[src/rtl/core/zrle_pkg.sv]
// zrle_pkg: shared types and constants of the zero run-length sample encoder
// used by every module under rtl/core
`default_nettype none

package zrle_pkg;

   localparam int unsigned DataWidth  = 8;
   localparam int unsigned MaxBytes   = 3;
   localparam int unsigned CntWidth   = $clog2(MaxBytes + 1);
   localparam int unsigned AddrWidth  = 4;
   localparam int unsigned CsrWidth   = 32;

   typedef logic [DataWidth-1:0] byte_type;
   typedef logic [CntWidth-1:0]  num_type;

   // register index in the csr space (byte address / 4)
   typedef enum logic [1:0] {
      REG_MIN_SEND  = 2'd0,
      REG_MAX_SEND  = 2'd1,
      REG_RUN_LIMIT = 2'd2
   } reg_index_type;

   localparam byte_type MinSendReset  = 8'd1;
   localparam byte_type MaxSendReset  = 8'd254;
   localparam byte_type RunLimitReset = 8'd254;
   localparam byte_type RunMarker     = 8'd0;

   typedef struct packed {
      byte_type min_send_value;
      byte_type max_send_value;
      byte_type zero_run_limit;
   } cfg_type;

   // bytes caused by one sample, slot 0 goes out first
   typedef struct packed {
      byte_type [MaxBytes-1:0] bytes;
      num_type                 num;
   } burst_type;

endpackage

`default_nettype wire

[src/rtl/core/zero_run_length_sample_encoder.sv]
// zero_run_length_sample_encoder: zero run-length encoder for 8-bit samples
// bytes of a sample go from the hold register to the single output register
// one result byte per cycle while rsp_stall is low; a sample causes 0 to 3
// bytes, and the next is taken as the last byte leaves the hold register
// reset clears the run count and sets the registers to 1, 254, 254
// depends on zrle_pkg, zrle_csr, zrle_encode, zrle_burst
`default_nettype none

module zero_run_length_sample_encoder (
   input  wire logic                          clock,
   input  wire logic                          reset,
   input  wire logic                          req_valid,
   output logic                               req_stall,
   input  wire logic [zrle_pkg::DataWidth-1:0] req_sample,
   input  wire logic                          req_frame_end,
   output logic                               rsp_valid,
   input  wire logic                          rsp_stall,
   output logic      [zrle_pkg::DataWidth-1:0] rsp_out_byte,
   output logic                               rsp_last,
   input  wire logic                          csr_psel,
   input  wire logic                          csr_penable,
   input  wire logic                          csr_pwrite,
   input  wire logic [zrle_pkg::AddrWidth-1:0] csr_paddr,
   input  wire logic [zrle_pkg::CsrWidth-1:0]  csr_pwdata,
   output logic      [zrle_pkg::CsrWidth-1:0]  csr_prdata,
   output logic                               csr_pready
);
   import zrle_pkg::*;

   cfg_type   cfg;
   burst_type burst;
   logic      can_take;
   logic      accept;

   assign req_stall = !can_take;
   assign accept    = req_valid && can_take;

   zrle_csr u_csr (
      .clock       (clock),
      .reset       (reset),
      .csr_psel    (csr_psel),
      .csr_penable (csr_penable),
      .csr_pwrite  (csr_pwrite),
      .csr_paddr   (csr_paddr),
      .csr_pwdata  (csr_pwdata),
      .csr_prdata  (csr_prdata),
      .csr_pready  (csr_pready),
      .cfg         (cfg)
   );

   zrle_encode u_encode (
      .clock     (clock),
      .reset     (reset),
      .accept    (accept),
      .sample    (req_sample),
      .frame_end (req_frame_end),
      .cfg       (cfg),
      .burst     (burst)
   );

   zrle_burst u_burst (
      .clock        (clock),
      .reset        (reset),
      .load         (accept),
      .burst        (burst),
      .can_take     (can_take),
      .rsp_valid    (rsp_valid),
      .rsp_stall    (rsp_stall),
      .rsp_out_byte (rsp_out_byte),
      .rsp_last     (rsp_last)
   );

endmodule

`default_nettype wire

[src/rtl/core/zrle_csr.sv]
// zrle_csr: apb-style configuration registers of the encoder
// depends on zrle_pkg
`default_nettype none

module zrle_csr (
   input  wire logic                          clock,
   input  wire logic                          reset,
   input  wire logic                          csr_psel,
   input  wire logic                          csr_penable,
   input  wire logic                          csr_pwrite,
   input  wire logic [zrle_pkg::AddrWidth-1:0] csr_paddr,
   input  wire logic [zrle_pkg::CsrWidth-1:0]  csr_pwdata,
   output logic      [zrle_pkg::CsrWidth-1:0]  csr_prdata,
   output logic                               csr_pready,
   output zrle_pkg::cfg_type                  cfg
);
   import zrle_pkg::*;

   byte_type      min_send_ff, min_send_in;
   byte_type      max_send_ff, max_send_in;
   byte_type      run_limit_ff, run_limit_in;
   logic          wr_en;
   reg_index_type index;
   byte_type      rd_byte;

   assign index      = reg_index_type'(csr_paddr[AddrWidth-1:2]);
   assign wr_en      = csr_psel && csr_penable && csr_pwrite;
   assign csr_pready = 1'b1;

   always_comb begin
      min_send_in  = min_send_ff;
      max_send_in  = max_send_ff;
      run_limit_in = run_limit_ff;
      if (wr_en) begin
         case (index)
            REG_MIN_SEND:  min_send_in  = csr_pwdata[DataWidth-1:0];
            REG_MAX_SEND:  max_send_in  = csr_pwdata[DataWidth-1:0];
            REG_RUN_LIMIT: run_limit_in = csr_pwdata[DataWidth-1:0];
            default: ;
         endcase
      end
   end

   always_ff @(posedge clock) begin
      if (reset) begin
         min_send_ff  <= MinSendReset;
         max_send_ff  <= MaxSendReset;
         run_limit_ff <= RunLimitReset;
      end else begin
         min_send_ff  <= min_send_in;
         max_send_ff  <= max_send_in;
         run_limit_ff <= run_limit_in;
      end
   end

   always_comb begin
      case (index)
         REG_MIN_SEND:  rd_byte = min_send_ff;
         REG_MAX_SEND:  rd_byte = max_send_ff;
         REG_RUN_LIMIT: rd_byte = run_limit_ff;
         default:       rd_byte = '0;
      endcase
   end

   assign csr_prdata         = {{(CsrWidth-DataWidth){1'b0}}, rd_byte};
   assign cfg.min_send_value = min_send_ff;
   assign cfg.max_send_value = max_send_ff;
   assign cfg.zero_run_limit = run_limit_ff;

endmodule

`default_nettype wire

[src/rtl/core/zrle_encode.sv]
// zrle_encode: run counter and per-sample byte list of the encoder
// depends on zrle_pkg
`default_nettype none

module zrle_encode (
   input  wire logic                          clock,
   input  wire logic                          reset,
   input  wire logic                          accept,
   input  wire logic [zrle_pkg::DataWidth-1:0] sample,
   input  wire logic                          frame_end,
   input  zrle_pkg::cfg_type                  cfg,
   output zrle_pkg::burst_type                burst
);
   import zrle_pkg::*;

   byte_type run_cnt_ff, run_cnt_in;
   byte_type cnt_after;
   byte_type send_value;
   logic     below;
   logic     run_full;
   logic     pair_en;
   logic     send_en;
   logic     flush_en;
   byte_type pair_value;

   assign below    = sample < cfg.min_send_value;
   // count + 1 < limit, never true for a limit of zero
   assign run_full = below &&
                     !(({1'b0, run_cnt_ff} + 9'd1) < {1'b0, cfg.zero_run_limit});
   assign pair_en  = run_full || (!below && (run_cnt_ff != '0));
   assign pair_value = run_full ? cfg.zero_run_limit : run_cnt_ff;

   always_comb begin
      if (below && !run_full) begin
         cnt_after = run_cnt_ff + 8'd1;
      end else begin
         cnt_after = '0;
      end
   end

   assign send_en    = (sample > cfg.max_send_value) || !below;
   assign send_value = (sample > cfg.max_send_value) ? cfg.max_send_value : sample;
   assign flush_en   = frame_end && (cnt_after != '0);
   assign run_cnt_in = flush_en ? '0 : cnt_after;

   always_comb begin
      burst.num = num_type'({1'b0, pair_en, 1'b0} + {2'b00, send_en} +
                            {1'b0, flush_en, 1'b0});
      if (pair_en) begin
         burst.bytes = {send_value, pair_value, RunMarker};
      end else if (send_en) begin
         burst.bytes = {cnt_after, RunMarker, send_value};
      end else begin
         burst.bytes = {RunMarker, cnt_after, RunMarker};
      end
   end

   always_ff @(posedge clock) begin
      if (reset) begin
         run_cnt_ff <= '0;
      end else if (accept) begin
         run_cnt_ff <= run_cnt_in;
      end
   end

endmodule

`default_nettype wire

[src/rtl/core/zrle_burst.sv]
// zrle_burst: holds the bytes of one sample and sends them one per transfer
// depends on zrle_pkg
`default_nettype none

module zrle_burst (
   input  wire logic                          clock,
   input  wire logic                          reset,
   input  wire logic                          load,
   input  zrle_pkg::burst_type                burst,
   output logic                               can_take,
   output logic                               rsp_valid,
   input  wire logic                          rsp_stall,
   output logic      [zrle_pkg::DataWidth-1:0] rsp_out_byte,
   output logic                               rsp_last
);
   import zrle_pkg::*;

   burst_type hold_ff, hold_in;
   logic      valid_ff, valid_in;
   byte_type  byte_ff, byte_in;
   logic      last_ff, last_in;
   logic      out_free;
   logic      pop;

   assign out_free = !valid_ff || !rsp_stall;
   assign pop      = out_free && (hold_ff.num != '0);
   assign can_take = (hold_ff.num == '0) || ((hold_ff.num == num_type'(1)) && pop);

   always_comb begin
      hold_in  = hold_ff;
      valid_in = valid_ff;
      byte_in  = byte_ff;
      last_in  = last_ff;
      if (out_free) begin
         valid_in = 1'b0;
      end
      if (pop) begin
         valid_in      = 1'b1;
         byte_in       = hold_ff.bytes[0];
         last_in       = hold_ff.num == num_type'(1);
         hold_in.num   = hold_ff.num - num_type'(1);
         hold_in.bytes = {RunMarker, hold_ff.bytes[MaxBytes-1:1]};
      end
      if (load) begin
         hold_in = burst;
      end
   end

   always_ff @(posedge clock) begin
      hold_ff.bytes <= hold_in.bytes;
      byte_ff       <= byte_in;
      last_ff       <= last_in;
      if (reset) begin
         hold_ff.num <= '0;
         valid_ff    <= 1'b0;
      end else begin
         hold_ff.num <= hold_in.num;
         valid_ff    <= valid_in;
      end
   end

   assign rsp_valid    = valid_ff;
   assign rsp_out_byte = byte_ff;
   assign rsp_last     = last_ff;

endmodule

`default_nettype wire
[config.mk]
export PLATFORM = sky130hd
export DESIGN_NAME = zero_run_length_sample_encoder
export DESIGN_NICKNAME = d
export VERILOG_FILES = /design/src/rtl/core/zrle_pkg.sv /design/src/rtl/core/zero_run_length_sample_encoder.sv /design/src/rtl/core/zrle_csr.sv /design/src/rtl/core/zrle_encode.sv /design/src/rtl/core/zrle_burst.sv
export SDC_FILE = /design/constraint.sdc
export NUM_CORES = 1
export LEC_CHECK = 0
export BUFFER_PORTS_ARGS = -buffer_cell sky130_fd_sc_hd__buf_2
export CAP_MARGIN = 10
export CORE_MARGIN = 2
export CORE_UTILIZATION = 54
export CTS_CLUSTER_DIAMETER = 80
export DETAILED_ROUTE_END_ITERATION = 10
export PLACE_DENSITY_LB_ADDON = 0.1
export SKIP_LAST_GASP = 1
export SYNTH_ARGS = -nofsm -noshare
export SYNTH_HDL_FRONTEND = slang
export SYNTH_SLANG_ARGS = --single-unit
[constraint.sdc]
create_clock -name clock -period 3.66 [get_ports clock]
set_input_delay 0.549 -clock clock [delete_from_list [all_inputs] [get_ports clock]]
set_output_delay 0.549 -clock clock [all_outputs]
set_load 0.05 [all_outputs]
==> metrics <==
status finished, final reports clean; Min Clock Period, post-route 3393 ps; Unique masters post-synth 49; Die Height 90.55 um; Max-cap violations 0; Pleak 2.058 nW; worst slew pin tran 1144 ps; maximum vdd drop 0.0002366 V; f_max 294.7 MHz; Critical Path End Type flop; Sink Count 68; Die X 90.55 um; area grow syn2layout 10.39%; WHS 421.7 ps; crit path DAT 3550 ps; # Post-CTS Setup Buffers 0; period utilization 92.70%; drt pass-1 iters 5; CP required 3820 ps; Clock Skew 7.965 ps; num rows 31; PostCTS Resize Cnt 0; number of global-route vias before repair 3034; hold buffer count at cts 0; CTS HTree Levels 3; layout cells sized above 1 16.42%; final slew viol count 0; final hold vios 0; Final HPWL DP 7103 um; WP depth 11; Num CTS Buffers 9; Seq/Total Area, Yosys 41.82%; Ports 96; Mapped Cells 431; first-pass GRT wire length 15420 um; Skew-Pair Late Insertion Delay 340 ps; hold crit path type reg2reg; Routed WL per cell 16.26 um; Async SR Flop Fraction 0%; clk buf depth 2; RSZ-0062 raised after global routing false; vias per cell 5.600; largest net degree at the start of global routing 39; Post-route DRC 0; Die ar. 0.008199 mm2; critical path type reg2reg; Post-synth EDFFs 33; vias post-DR 3248; Antenna diodes 0; Core ar. 0.007253 mm2; ANT nets after route 0; port buffer count 44; initial core utilization 55.77%; HP Start u_burst.hold_ff[7]$_DFFE_PP_; Crit path buffers/inverters 2; initial antenna violation count 0; Hold Path Depth 0; CTS tree yes; Root Driver clkbuf_8; Power Density 591.3 mW/mm2; Synth Area per Inst 9.385 um2; Synth warnings 0; initial drt markers 175; largest area contributor in the netlist edfxtp_1; critical path cell sequence and3_1 -> nand3_1 -> xor2_1 -> inv_1 -> ha_1 -> nand3_1 -> nor3b_1 -> nor3_1 -> buf_4 -> or3_1 -> o221ai_1; cell internal pwr 1.597 mW; Area contributors post-synth edfxtp_1 24%, dfxtp_1 17%, mux2i_1 8.2%, ha_1 8.0%, nand2_1 5.0%; Startpoint Class flop; CP dominant cell by count nand3_1; total gr overflow 0; Worst Path Max Fanout 16; WL final 9433 um; Crit Reg-Reg Startpoint u_encode.run_cnt_ff[4]$_SDFFE_PP0P_; Net Sw Frac 39.52%; sequential power share 44.6%; Comb power frac 34.5%; # setup viols final 0; Post-Syn Area 0.004045 mm2; highest-delay cell along the critical path or3_1; RD Place Congestion 0.8964; top cell type's share of synthesized area 24.50%; Largest stage delay, worst path 580 ps; Critical path origin u_encode.run_cnt_ff[4]$_SDFFE_PP0P_; Clock power frac 20.8%; CP top delay family simple AND/OR/NAND/NOR gates; register bit count reported by yosys 68; r2r endpoint u_burst.hold_ff[16]$_DFFE_PP_; global router's overall resource usage 23.97%; Setup TNS 0 ps; FF-to-FF path depth 11; ys flop type dfxtp_1; hold path endpoint u_burst.rsp_out_byte[5]$_DFFE_PP_; clock-pin slew on the worst setup and hold paths 80 ps; Worst slew margin 23.71%; total net switching power 1.044 mW; fin nets 554; flop2flop setup slack 270 ps
Yosys cell counts (5+ instances only):
library cell / number
a21o_1: 5
a21oi_1: 19
buf_4: 25
clkbuf_1: 17
dfxtp_1: 35
edfxtp_1: 33
ha_1: 26
inv_1: 37
mux2i_1: 33
nand2_1: 54
nand3_1: 14
nand4_1: 5
nor2_1: 14
nor3_1: 5
o211ai_1: 17
o21ai_0: 10
o221ai_1: 9
o22ai_1: 8
o31ai_1: 8
registers in the layout (all words and copies together) (netlist names):
name	count
u_burst.hold_ff	26
u_burst.rsp_out_byte	8
u_csr.max_send_ff	8
u_csr.min_send_ff	8
u_csr.run_limit_ff	8
u_encode.run_cnt_ff	8
u_burst.rsp_last	1
u_burst.rsp_valid	1
worst max path at each step:
stage,end,slack (ps)
after floorplan,u_burst.hold_ff[15]$_DFFE_PP_,530
after global placement,u_burst.hold_ff[16]$_DFFE_PP_,370
after detailed placement,u_burst.hold_ff[16]$_DFFE_PP_,330
after CTS,u_burst.hold_ff[16]$_DFFE_PP_,290
after global routing,u_burst.hold_ff[16]$_DFFE_PP_,60
final,u_burst.hold_ff[16]$_DFFE_PP_,270
power by group through the flow:
stage          Sequential (mW)  Clock, mW  Combinational, mW
2_1_floorplan             1.39          0              0.527
3_3_place_gp              1.19          0              0.902
3_5_place_dp              1.20          0              0.914
4_1_cts                   1.18      0.554              0.918
5_1_grt                   1.20      0.598              0.988
6_report                  1.18      0.550              0.911
layer usage:
layer / part of all wire, % / up-vias / global-route usage, %
met5: 0 / - / 0
met4: 1.6 / 0 / 8.462
met3: 6.5 / 15 / 3.589
met2: 47 / 127 / 37.87
met1: 45 / 1513 / 33.53
li1: - / 1593 / -
stage by stage:
stage	util (%)	std cells	worst slack (ps)	instance area, um2	power (mW)
after floorplan	-	454	526.2	4131	1.916
after global placement	59.22	564	365.3	4295	2.090
after detailed placement	59.22	564	326.6	4295	2.111
after CTS	61.57	580	291.8	4466	2.652
after global routing	61.57	580	60.25	4466	2.785
final	61.57	580	267.2	4466	2.640
kinds of logic after synthesis:
logic type,synth area share (%)
AND/OR/NAND/NOR,13.36
flip-flops,41.82
other,0.1857
AO/OA/AOI/OAI,15.84
multiplexers,8.166
buffers and inverters,10.86
XOR/XNOR,1.732
adder cells (fa/ha/maj),8.042
cell usage in the layout, fill, tap and decap left out, drive strengths merged, types with 2 or more instances in the layout:
| cell type | netlist | routed |
|---|---|---|
| nand3 | 14 | 14 |
| nor2 | 14 | 14 |
| nor3 | 6 | 6 |
| nor2b | 4 | 4 |
| o211ai | 17 | 17 |
| o21ai | 10 | 10 |
| nand2b | 4 | 4 |
| buf | 32 | 60 |
| nor4 | 2 | 2 |
| nand2 | 54 | 54 |
| nand4 | 5 | 5 |
| o31ai | 9 | 9 |
| a31oi | 4 | 4 |
| conb | 2 | 25 |
| inv | 37 | 37 |
| a21oi | 21 | 21 |
| o221ai | 9 | 9 |
| nor3b | 4 | 4 |
| dfxtp | 35 | 35 |
| clkinvlp | 0 | 2 |
| xnor2 | 4 | 4 |
| ha | 26 | 26 |
| mux2i | 33 | 33 |
| a21o | 5 | 5 |
| or3 | 2 | 2 |
| edfxtp | 33 | 33 |
| clkinv | 0 | 2 |
| and2 | 3 | 3 |
| clkbuf | 17 | 12 |
| xor2 | 4 | 4 |
| o22ai | 8 | 8 |
area by class of cell:
type | count | area (um2)
Multi-Input combinational cell | 300 | 2001
Inverter | 37 | 138.9
Clock buffer | 12 | 145.1
Sequential cell | 68 | 1692
Fill cell | 653 | 2788
Tap cell | 99 | 123.9
Clock inverter | 4 | 25.02
Timing Repair Buffer | 60 | 340.3
Power figures use the tool's default switching activity.
